`config.mk`:
```
export PLATFORM = sky130hd
export DESIGN_NAME = sd_spi_command_exchange
export DESIGN_NICKNAME = d
export VERILOG_FILES = /design/src/hdl/scx_pkg.sv /design/src/hdl/sd_spi_command_exchange.sv /design/src/hdl/scx_fifo.sv /design/src/hdl/scx_front.sv /design/src/hdl/scx_engine.sv
export SDC_FILE = /design/constraint.sdc
export NUM_CORES = 1
export LEC_CHECK = 0
export ABC_AREA = 0
export BUFFER_PORTS_ARGS = -buffer_cell sky130_fd_sc_hd__buf_2
export CAP_MARGIN = 30
export CELL_PAD_IN_SITES_DETAIL_PLACEMENT = 0
export CELL_PAD_IN_SITES_GLOBAL_PLACEMENT = 2
export CORE_MARGIN = 10
export CORE_UTILIZATION = 44
export DETAILED_ROUTE_END_ITERATION = 8
export GPL_TIMING_DRIVEN = 0
export PLACE_DENSITY_LB_ADDON = 0.1
export SYNTH_ARGS = -nofsm -noshare
export SYNTH_HDL_FRONTEND = slang
export SYNTH_SLANG_ARGS = --single-unit
```
`constraint.sdc`:
```
create_clock -name clk_i -period 12.82 [get_ports clk_i]
set_input_delay 2.564 -clock clk_i [delete_from_list [all_inputs] [get_ports clk_i]]
set_output_delay 2.564 -clock clk_i [all_outputs]
set_load 0.01 [all_outputs]
```
`src/hdl/scx_pkg.sv`:
```
// ----------------------------------------------------------------------------
// scx_pkg
// Types and constants shared by the SD SPI-mode command exchange engine.
// ----------------------------------------------------------------------------
`default_nettype none

package scx_pkg;

  // Input command codes
  localparam logic [1:0] CMD_START = 2'd0;
  localparam logic [1:0] CMD_RX    = 2'd1;
  localparam logic [1:0] CMD_TICK  = 2'd2;

  // Configuration register indexes
  localparam logic [1:0] REG_READY_TIMEOUT = 2'd0;
  localparam logic [1:0] REG_POLL_LIMIT    = 2'd1;

  localparam logic [15:0] READY_TIMEOUT_RST = 16'd500;
  localparam logic [7:0]  POLL_LIMIT_RST    = 8'd10;

  // SD command constants
  localparam logic [5:0] IDX_GO_IDLE   = 6'd0;
  localparam logic [5:0] IDX_IF_COND   = 6'd8;
  localparam logic [5:0] IDX_STOP      = 6'd12;
  localparam logic [5:0] IDX_APP_CMD   = 6'd55;
  localparam logic [1:0] FRAME_START   = 2'b01;
  localparam logic [7:0] CRC_GO_IDLE   = 8'h95;
  localparam logic [7:0] CRC_IF_COND   = 8'h87;
  localparam logic [7:0] BYTE_IDLE     = 8'hFF;
  localparam logic [7:0] R1_IDLE       = 8'h01;
  localparam logic [2:0] LAST_ARG_BYTE = 3'd5;

  typedef struct packed {
    logic [1:0]  command;
    logic [5:0]  cmd_index;
    logic        app_cmd;
    logic [31:0] cmd_arg;
    logic [7:0]  rx_byte;
  } in_word_t;

  typedef struct packed {
    logic       tx_valid;
    logic [7:0] tx_byte;
    logic       chip_select;
    logic       done_res;
    logic [7:0] resp_byte;
    logic       not_ready;
  } out_word_t;

  typedef enum logic [1:0] {
    OP_START,
    OP_RX,
    OP_TICK
  } op_e;

  typedef struct packed {
    op_e         kind;
    logic [5:0]  cmd_index;
    logic        app_cmd;
    logic [31:0] cmd_arg;
    logic [7:0]  rx_byte;
  } op_t;

  typedef struct packed {
    logic [15:0] ready_timeout;
    logic [7:0]  poll_limit;
  } cfg_t;

endpackage

`default_nettype wire

```
`src/hdl/sd_spi_command_exchange.sv`:
```
// Path: an accepted input word is registered in the input queue, the sequencer
// step on it is combinational, and its result word is registered in the result queue.
// Throughput: one input word per cycle while the result queue is not full.
// Both queues hold two words; the input side stalls only once the result queue
// has filled and the input queue has backed up behind it.
// Reset: asynchronous, active low; queues empty, sequencer idle, CS released,
// registers at 500 ticks ready timeout and 10 response polls.
// ----------------------------------------------------------------------------
// sd_spi_command_exchange
// Host-side SD SPI-mode command engine with R1 response handling.
// ----------------------------------------------------------------------------
`default_nettype none

module sd_spi_command_exchange (
  input  wire logic               clk_i,
  input  wire logic               rst_ni,
  input  wire logic               push,
  output logic                    full,
  input  wire scx_pkg::in_word_t  in_word_i,
  output logic                    empty,
  input  wire logic               pop,
  output scx_pkg::out_word_t      out_word_o,
  input  wire logic               cfg_valid_i,
  output logic                    cfg_ready_o,
  input  wire logic [1:0]         cfg_index_i,
  input  wire logic [15:0]        cfg_data_i
);

  localparam int ResWidth = $bits(scx_pkg::out_word_t);

  scx_pkg::cfg_t      cfg_q;
  logic               op_valid;
  scx_pkg::op_t       op;
  logic               op_pop;
  logic               res_full;
  logic               res_push;
  scx_pkg::out_word_t res;
  logic [ResWidth-1:0] res_rd;

  assign cfg_ready_o = 1'b1;

  always_ff @(posedge clk_i or negedge rst_ni) begin
    if (!rst_ni) begin
      cfg_q.ready_timeout <= scx_pkg::READY_TIMEOUT_RST;
      cfg_q.poll_limit    <= scx_pkg::POLL_LIMIT_RST;
    end else if (cfg_valid_i) begin
      case (cfg_index_i)
        scx_pkg::REG_READY_TIMEOUT: cfg_q.ready_timeout <= cfg_data_i;
        scx_pkg::REG_POLL_LIMIT:    cfg_q.poll_limit    <= cfg_data_i[7:0];
        default: begin
        end
      endcase
    end
  end

  scx_front u_front (
    .clk_i      (clk_i),
    .rst_ni     (rst_ni),
    .push_i     (push),
    .in_word_i  (in_word_i),
    .full_o     (full),
    .op_valid_o (op_valid),
    .op_o       (op),
    .op_pop_i   (op_pop)
  );

  scx_engine u_engine (
    .clk_i      (clk_i),
    .rst_ni     (rst_ni),
    .cfg_i      (cfg_q),
    .op_valid_i (op_valid),
    .op_i       (op),
    .op_pop_o   (op_pop),
    .res_full_i (res_full),
    .res_push_o (res_push),
    .res_o      (res)
  );

  scx_fifo #(
    .Width(ResWidth)
  ) u_res_q (
    .clk_i   (clk_i),
    .rst_ni  (rst_ni),
    .push_i  (res_push),
    .wdata_i (res),
    .full_o  (res_full),
    .pop_i   (pop),
    .rdata_o (res_rd),
    .empty_o (empty)
  );

  assign out_word_o = scx_pkg::out_word_t'(res_rd);

endmodule

`default_nettype wire

```
`src/hdl/scx_fifo.sv`:
```
// ----------------------------------------------------------------------------
// scx_fifo
// Two-entry register queue; push and pop may happen in the same cycle.
// ----------------------------------------------------------------------------
`default_nettype none

module scx_fifo #(
  parameter int Width = 8
) (
  input  wire logic             clk_i,
  input  wire logic             rst_ni,
  input  wire logic             push_i,
  input  wire logic [Width-1:0] wdata_i,
  output logic                  full_o,
  input  wire logic             pop_i,
  output logic [Width-1:0]      rdata_o,
  output logic                  empty_o
);

  logic [Width-1:0] mem_q [2];
  logic             wr_ptr_q, wr_ptr_d;
  logic             rd_ptr_q, rd_ptr_d;
  logic [1:0]       count_q, count_d;
  logic             do_push, do_pop;

  assign full_o  = (count_q == 2'd2);
  assign empty_o = (count_q == 2'd0);
  assign rdata_o = mem_q[rd_ptr_q];
  assign do_push = push_i && !full_o;
  assign do_pop  = pop_i && !empty_o;

  always_comb begin
    wr_ptr_d = do_push ? ~wr_ptr_q : wr_ptr_q;
    rd_ptr_d = do_pop ? ~rd_ptr_q : rd_ptr_q;
    count_d  = count_q + {1'b0, do_push} - {1'b0, do_pop};
  end

  always_ff @(posedge clk_i or negedge rst_ni) begin
    if (!rst_ni) begin
      wr_ptr_q <= 1'b0;
      rd_ptr_q <= 1'b0;
      count_q  <= 2'd0;
    end else begin
      wr_ptr_q <= wr_ptr_d;
      rd_ptr_q <= rd_ptr_d;
      count_q  <= count_d;
    end
  end

  always_ff @(posedge clk_i) begin
    if (do_push) begin
      mem_q[wr_ptr_q] <= wdata_i;
    end
  end

endmodule

`default_nettype wire

```
`src/hdl/scx_front.sv`:
```
// ----------------------------------------------------------------------------
// scx_front
// Accepts input words, drops unused command codes and queues operations.
// ----------------------------------------------------------------------------
`default_nettype none

module scx_front (
  input  wire logic             clk_i,
  input  wire logic             rst_ni,
  input  wire logic             push_i,
  input  wire scx_pkg::in_word_t in_word_i,
  output logic                  full_o,
  output logic                  op_valid_o,
  output scx_pkg::op_t          op_o,
  input  wire logic             op_pop_i
);

  localparam int OpWidth = $bits(scx_pkg::op_t);

  scx_pkg::op_t       op_in;
  logic               op_known;
  logic [OpWidth-1:0] op_rd;
  logic               q_empty;

  always_comb begin
    op_in.cmd_index = in_word_i.cmd_index;
    op_in.app_cmd   = in_word_i.app_cmd;
    op_in.cmd_arg   = in_word_i.cmd_arg;
    op_in.rx_byte   = in_word_i.rx_byte;
    op_in.kind      = scx_pkg::OP_START;
    op_known        = 1'b1;
    unique case (in_word_i.command)
      scx_pkg::CMD_START: op_in.kind = scx_pkg::OP_START;
      scx_pkg::CMD_RX:    op_in.kind = scx_pkg::OP_RX;
      scx_pkg::CMD_TICK:  op_in.kind = scx_pkg::OP_TICK;
      default:            op_known   = 1'b0;
    endcase
  end

  // unused codes are accepted but never queued
  scx_fifo #(
    .Width(OpWidth)
  ) u_op_q (
    .clk_i   (clk_i),
    .rst_ni  (rst_ni),
    .push_i  (push_i && op_known),
    .wdata_i (op_in),
    .full_o  (full_o),
    .pop_i   (op_pop_i),
    .rdata_o (op_rd),
    .empty_o (q_empty)
  );

  assign op_valid_o = !q_empty;
  assign op_o       = scx_pkg::op_t'(op_rd);

endmodule

`default_nettype wire

```
`src/hdl/scx_engine.sv`:
```
// ----------------------------------------------------------------------------
// scx_engine
// Command sequencer: select, ready wait, frame, CMD12 discard byte, R1 poll and CMD55 prefix.
// ----------------------------------------------------------------------------
`default_nettype none

module scx_engine (
  input  wire logic              clk_i,
  input  wire logic              rst_ni,
  input  wire scx_pkg::cfg_t     cfg_i,
  input  wire logic              op_valid_i,
  input  wire scx_pkg::op_t      op_i,
  output logic                   op_pop_o,
  input  wire logic              res_full_i,
  output logic                   res_push_o,
  output scx_pkg::out_word_t     res_o
);

  typedef enum logic [3:0] {
    PH_IDLE,
    PH_DESEL,
    PH_SEL,
    PH_WAIT,
    PH_FAIL,
    PH_FRAME,
    PH_DISCARD,
    PH_POLL
  } phase_e;

  phase_e      phase_q, phase_d;
  logic [2:0]  byte_idx_q, byte_idx_d;
  logic [15:0] timer_q, timer_d;
  logic [7:0]  polls_q, polls_d;
  logic [5:0]  held_idx_q, held_idx_d;
  logic [31:0] held_arg_q, held_arg_d;
  logic        prefix_q, prefix_d;
  logic        cs_q, cs_d;

  logic        fire;
  logic [5:0]  cur_idx;
  logic [31:0] cur_arg;
  logic [5:0]  start_idx;
  logic [7:0]  polls_dec;
  logic        emit, fin;
  logic [7:0]  tx_byte;
  logic [7:0]  resp_byte;
  logic        not_ready;

  function automatic logic [7:0] frame_byte(input logic [5:0]  idx,
                                            input logic [31:0] arg,
                                            input logic [2:0]  sel);
    logic [7:0] b;
    b = scx_pkg::BYTE_IDLE;
    case (sel)
      3'd0: b = {scx_pkg::FRAME_START, idx};
      3'd1: b = arg[31:24];
      3'd2: b = arg[23:16];
      3'd3: b = arg[15:8];
      3'd4: b = arg[7:0];
      default: begin
        if (idx == scx_pkg::IDX_GO_IDLE) begin
          b = scx_pkg::CRC_GO_IDLE;
        end else if (idx == scx_pkg::IDX_IF_COND) begin
          b = scx_pkg::CRC_IF_COND;
        end else begin
          b = scx_pkg::BYTE_IDLE;
        end
      end
    endcase
    return b;
  endfunction

  assign fire     = op_valid_i && !res_full_i;
  assign op_pop_o = fire;
  assign cur_idx  = prefix_q ? scx_pkg::IDX_APP_CMD : held_idx_q;
  assign cur_arg  = prefix_q ? 32'd0 : held_arg_q;
  assign start_idx = op_i.app_cmd ? scx_pkg::IDX_APP_CMD : op_i.cmd_index;
  assign polls_dec = (polls_q != 8'd0) ? polls_q - 8'd1 : 8'd0;

  always_comb begin
    phase_d    = phase_q;
    byte_idx_d = byte_idx_q;
    timer_d    = timer_q;
    polls_d    = polls_q;
    held_idx_d = held_idx_q;
    held_arg_d = held_arg_q;
    prefix_d   = prefix_q;
    cs_d       = cs_q;
    emit       = 1'b0;
    fin        = 1'b0;
    tx_byte    = scx_pkg::BYTE_IDLE;
    resp_byte  = 8'd0;
    not_ready  = 1'b0;

    if (fire) begin
      unique case (op_i.kind)
        scx_pkg::OP_START: begin
          held_idx_d = op_i.cmd_index;
          held_arg_d = op_i.cmd_arg;
          prefix_d   = op_i.app_cmd;
          emit       = 1'b1;
          if (start_idx != scx_pkg::IDX_STOP) begin
            cs_d    = 1'b1;
            phase_d = PH_DESEL;
          end else begin
            byte_idx_d = 3'd0;
            phase_d    = PH_FRAME;
            tx_byte    = {scx_pkg::FRAME_START, start_idx};
          end
        end
        scx_pkg::OP_TICK: begin
          if (timer_q != 16'd0) begin
            timer_d = timer_q - 16'd1;
          end
        end
        scx_pkg::OP_RX: begin
          unique case (phase_q)
            PH_DESEL: begin
              cs_d    = 1'b0;
              phase_d = PH_SEL;
              emit    = 1'b1;
            end
            PH_SEL: begin
              timer_d = cfg_i.ready_timeout;
              phase_d = PH_WAIT;
              emit    = 1'b1;
            end
            PH_WAIT: begin
              emit = 1'b1;
              if (op_i.rx_byte == scx_pkg::BYTE_IDLE) begin
                byte_idx_d = 3'd0;
                phase_d    = PH_FRAME;
                tx_byte    = {scx_pkg::FRAME_START, cur_idx};
              end else if (timer_q == 16'd0) begin
                cs_d    = 1'b1;
                phase_d = PH_FAIL;
              end
            end
            PH_FAIL: begin
              fin       = 1'b1;
              resp_byte = scx_pkg::BYTE_IDLE;
              not_ready = 1'b1;
            end
            PH_FRAME: begin
              emit = 1'b1;
              if (byte_idx_q < scx_pkg::LAST_ARG_BYTE) begin
                byte_idx_d = byte_idx_q + 3'd1;
                tx_byte    = frame_byte(cur_idx, cur_arg, byte_idx_q + 3'd1);
              end else if (cur_idx == scx_pkg::IDX_STOP) begin
                phase_d = PH_DISCARD;
              end else begin
                polls_d = (cfg_i.poll_limit != 8'd0) ? cfg_i.poll_limit : 8'd1;
                phase_d = PH_POLL;
              end
            end
            PH_DISCARD: begin
              emit    = 1'b1;
              polls_d = (cfg_i.poll_limit != 8'd0) ? cfg_i.poll_limit : 8'd1;
              phase_d = PH_POLL;
            end
            PH_POLL: begin
              polls_d = polls_dec;
              if (op_i.rx_byte[7] && polls_dec != 8'd0) begin
                emit = 1'b1;
              end else if (prefix_q && op_i.rx_byte <= scx_pkg::R1_IDLE) begin
                // CMD55 accepted: run the application command itself
                prefix_d = 1'b0;
                emit     = 1'b1;
                if (held_idx_q != scx_pkg::IDX_STOP) begin
                  cs_d    = 1'b1;
                  phase_d = PH_DESEL;
                end else begin
                  byte_idx_d = 3'd0;
                  phase_d    = PH_FRAME;
                  tx_byte    = {scx_pkg::FRAME_START, held_idx_q};
                end
              end else begin
                fin       = 1'b1;
                resp_byte = op_i.rx_byte;
              end
            end
            default: begin
              // idle: received byte is dropped
            end
          endcase
        end
        default: begin
        end
      endcase

      if (fin) begin
        phase_d  = PH_IDLE;
        prefix_d = 1'b0;
      end
    end
  end

  assign res_push_o        = emit || fin;
  assign res_o.tx_valid    = emit;
  assign res_o.tx_byte     = emit ? tx_byte : 8'd0;
  assign res_o.chip_select = cs_d;
  assign res_o.done_res    = fin;
  assign res_o.resp_byte   = fin ? resp_byte : 8'd0;
  assign res_o.not_ready   = fin && not_ready;

  always_ff @(posedge clk_i or negedge rst_ni) begin
    if (!rst_ni) begin
      phase_q    <= PH_IDLE;
      byte_idx_q <= 3'd0;
      timer_q    <= 16'd0;
      polls_q    <= 8'd0;
      held_idx_q <= 6'd0;
      held_arg_q <= 32'd0;
      prefix_q   <= 1'b0;
      cs_q       <= 1'b1;
    end else begin
      phase_q    <= phase_d;
      byte_idx_q <= byte_idx_d;
      timer_q    <= timer_d;
      polls_q    <= polls_d;
      held_idx_q <= held_idx_d;
      held_arg_q <= held_arg_d;
      prefix_q   <= prefix_d;
      cs_q       <= cs_d;
    end
  end

endmodule

`default_nettype wire

```
==> parameters.txt <==
Parameter                              Value

Floorplan
  Die span in x    177 um
  Number of top-level pins    95
  Die area    31,200 um^2
  Number of standard-cell rows in the floorplan    57
  Core box area    between 20,000 and 25,000 um^2
  Initial Util    44.5%
  Die Span Y    177 um

STA
  Worst clock skew    roughly 0.0066 ns
  Final period demand of the worst path    ~4.8 ns
  Actual transition at the worst max-transition pin    0.978 ns
  Max Clock Freq    210 MHz
  Headroom to the max-slew limit    between 30% and 40%
  Setup repair after global routing missed its margin    false
  Fin. max-slew vios    0
  Number of setup violations in the final report    0
  Post-route setup TNS    0 ns
  Final worst-path cycle share    37.1%
  Final Hold Viols    0

Worst setup path
  Cell-by-cell listing of the critical path    buf_6 -> buf_2 -> buf_1 -> mux2i_1 -> ha_1 -> clkbuf_1 -> nand2_1 -> o41a_4 -> nand2_2 -> and2_1
  Launching element type of the critical path    register
  Data required time of the critical path    12.96 ns
  CP max-delay cell    and2_1
  Number of cells on the critical path    10
  Worst Path Buf+Inv    4
  Start-to-end type of the worst setup path    reg -> reg
  Delay contributed by the slowest stage of the critical path    ~0.75 ns
  Launch point of the worst reg-to-reg path    u_front.u_op_q.rd_ptr_q$_DFFE_PN0P_
  Number of cell instances on the worst register-to-register path    10
  Flop2flop setup slack    8.06 ns
  Launch point of the worst path    u_front.u_op_q.rd_ptr_q$_DFFE_PN0P_
  Capture instance of the worst register-to-register path    u_res_q.mem_q[1][16]$_DFFE_PP_
  Worst Setup End Kind    register
  Arr. time, crit path    a little under 5 ns
  Worst-path maximum fanout    20
  CP endpoint    u_res_q.mem_q[1][16]$_DFFE_PP_
  Category of cells accounting for the largest share of critical-path delay    buffers and inverters

Global route
  First-pass GRT wire length    39.7 mm
  Vias in the first global route    7,493
  Largest net degree at the start of global routing    64
  Overflow left after global routing    0
  Antenna violations before repair    0
  Overall routing resource usage    between 10% and 20%

Final layout
  Multi-input combinational cell area    ~3800 um^2
  Synth-to-layout area growth    17.0%
  Number of inserted filler cells in the final layout    2,156
  Net count, final    1,075
  Final antenna diode count    0
  Layout Cell Area excl Fill    12,600 um^2
  Share of layout cells above drive strength 1    22.4%
  Area taken by flip-flops and latches    6710 um^2
  Most used cells in the layout excluding fill and tap cells    edfxtp_1 (138), buf_2 (96), dfrtp_1 (93), o21ai_0 (84), nand2_1 (68)
  Leading cell type in the layout, fill and taps excluded    edfxtp_1

CTS
  Count of hold-fix buffers inserted at cts    0
  Clk slew on worst S/H paths    0.06 ns
  Clock latency on the worst-skew pair    0.52 ns
  H-tree levels    1
  # clock sinks    240
  Root Buffer Master    clkbuf_16
  Count of buffers added by post-CTS timing repair for setup    0
  Number of buffers inserted during clock tree synthesis    26
  Post-cts resize count    0
  Buffer depth of the longest clock path    3
  TritonCTS clock tree    yes

Run status
  Status    complete, no violations

Power
  Power density of the placed cells    approximately 240 nW/um^2
  Overall power after layout    slightly below 0.003 W
  Maximum VDD drop    115 uV
  Leak Pwr    ~5.0 nW

Logic synthesis
  Fraction of post-synthesis cell area in the top cell type by area    38.4%
  Net count after synthesis    950
  Mean post-synth cell area    around 13 um^2
  Yosys cell types    77
  Number of enable flip-flop cells after synthesis    138
  Seq/Total Area, Yosys    roughly 62%
  Post-synthesis sequential element count    240
  Synth area leader    edfxtp_1
  Most instantiated flip-flop cell in the synthesis netlist    edfxtp_1
  Proportion of register bits with asynchronous set or reset after synthesis    between 40% and 50%
  Synthesis Warnings    0
  Synthesized cell area    roughly 11,000 um^2
  Top area cells in the synthesized netlist    edfxtp_1 (38%), dfrtp_1 (22%), mux2_2 (4.7%), mux2i_1 (4.5%), o21ai_0 (3.9%)
  Gate count after technology mapping    858

Worst hold path
  Class of the tightest hold or removal check    reg -> reg

Place
  DP Wirelength    18.2 mm
  Area post-placement    around 12,000 um^2
  PortBufs    between 90 and 100
  Gpl congestion    0.891

Route
  Detailed-router iteration count before antenna repair    7
  Total Wirelength    between 20 and 25 mm
  Wire per inst    18.5 um
  Average via count per standard cell    about 5.4
  Total via count after detailed routing    7,181
  Count of routing violations after the opening detailed-route iteration    approximately 560
  ANT nets after route    0
  Detailed-route DRC error count    0

Run
  Max Cap Viol    0
## cells by family after synthesis
group | count (synthesis) | synth area share (%)
buffers and inverters | 63 | 2.48
flip-flops | 240 | 62.2
adder cells (fa/ha/maj) | 20 | 2.32
AO/OA/AOI/OAI | 211 | 12.2
other | 1 | 0.0348
XOR/XNOR | 12 | 0.975
multiplexers | 97 | 9.60
AND/OR/NAND/NOR | 214 | 10.2
## registers in the layout, summed over array words and instances (netlist names)
| signal | cells |
|---|---|
| u_front.u_op_q.mem_q | 98 |
| u_res_q.mem_q | 40 |
| u_engine.held_arg_q | 32 |
| cfg_q | 24 |
| u_engine.timer_q | 16 |
| u_engine.polls_q | 8 |
| u_engine.held_idx_q | 6 |
| u_engine.byte_idx_q | 3 |
| u_engine.phase_q | 3 |
| u_front.u_op_q.count_q | 2 |
| u_res_q.count_q | 2 |
| u_engine.cs_q | 1 |
| u_engine.prefix_q | 1 |
| u_front.u_op_q.rd_ptr_q | 1 |
| u_front.u_op_q.wr_ptr_q | 1 |
| u_res_q.rd_ptr_q | 1 |
| u_res_q.wr_ptr_q | 1 |
## report_power, final
| part | leakage, nW | switching (W) | internal (W) |
|---|---|---|---|
| Combinational | 2.06 | 0.000620 | 0.000398 |
| Clock | 0.408 | 0.000287 | 0.000452 |
| Sequential | 2.51 | 0.000136 | 0.00108 |
## metal layers
metal | up-vias | track usage, % | wire (um)
met5 | - | 0 | 0
met4 | 0 | 4.03 | 584
met3 | 43 | 2.61 | 1040
met2 | 171 | 26.6 | 12000
met1 | 3497 | 20.0 | 10900
li1 | 3470 | - | -
## worst min-delay path: cells and delay by family (launching register included)
family	cells	cell delay, ns
compound gates	1	0.06
flops	1	0.34
simple gates	1	0.05
## final cells by class
type	instances	area share, %
buffer	39	1.41
clock buffer	37	5.73
clock inverter	11	1.07
inverter	24	0.714
multi-input combinational	555	30.3
sequential	240	53.2
tap	324	3.21
timing repair buffer	97	4.36
## Yosys cell counts (all sizes together) (13+ instances only)
library cell,n
mux2i,49
mux2,48
o21ai,88
nand2,70
inv,23
ha,20
nand3,17
edfxtp,138
a21oi,54
a31oi,14
clkbuf,26
dfrtp,93
buf,13
nor3,21
nor2,49
## worst min path at each step
stage                     slack (ns)                             endpoint  cells past startpoint                           startpoint
after floorplan                 0.45  u_engine.held_arg_q[10]$_DFFE_PN0P_                      2  u_engine.held_arg_q[10]$_DFFE_PN0P_
after global placement          0.47         u_res_q.wr_ptr_q$_DFFE_PN0N_                      1         u_res_q.wr_ptr_q$_DFFE_PN0N_
after detailed placement        0.48  u_engine.held_arg_q[19]$_DFFE_PN0P_                      2  u_engine.held_arg_q[19]$_DFFE_PN0P_
after CTS                       0.49  u_engine.held_arg_q[19]$_DFFE_PN0P_                      2  u_engine.held_arg_q[19]$_DFFE_PN0P_
after global routing            0.52   u_engine.held_arg_q[3]$_DFFE_PN0P_                      2   u_engine.held_arg_q[3]$_DFFE_PN0P_
final                           0.48  u_engine.held_arg_q[19]$_DFFE_PN0P_                      2  u_engine.held_arg_q[19]$_DFFE_PN0P_
## metrics by stage
step,hold slack [ns],setup WS [ns],cells,util (%)
floorplan,0.449,7.48,858,-
global placement,0.470,6.43,1275,48.1
detailed placement,0.475,7.99,1279,48.5
CTS,0.487,7.99,1327,52.0
global route,0.518,7.65,1327,52.0
finish,0.482,8.06,1327,52.0
Note: power is estimated with default switching activity, not from simulation.
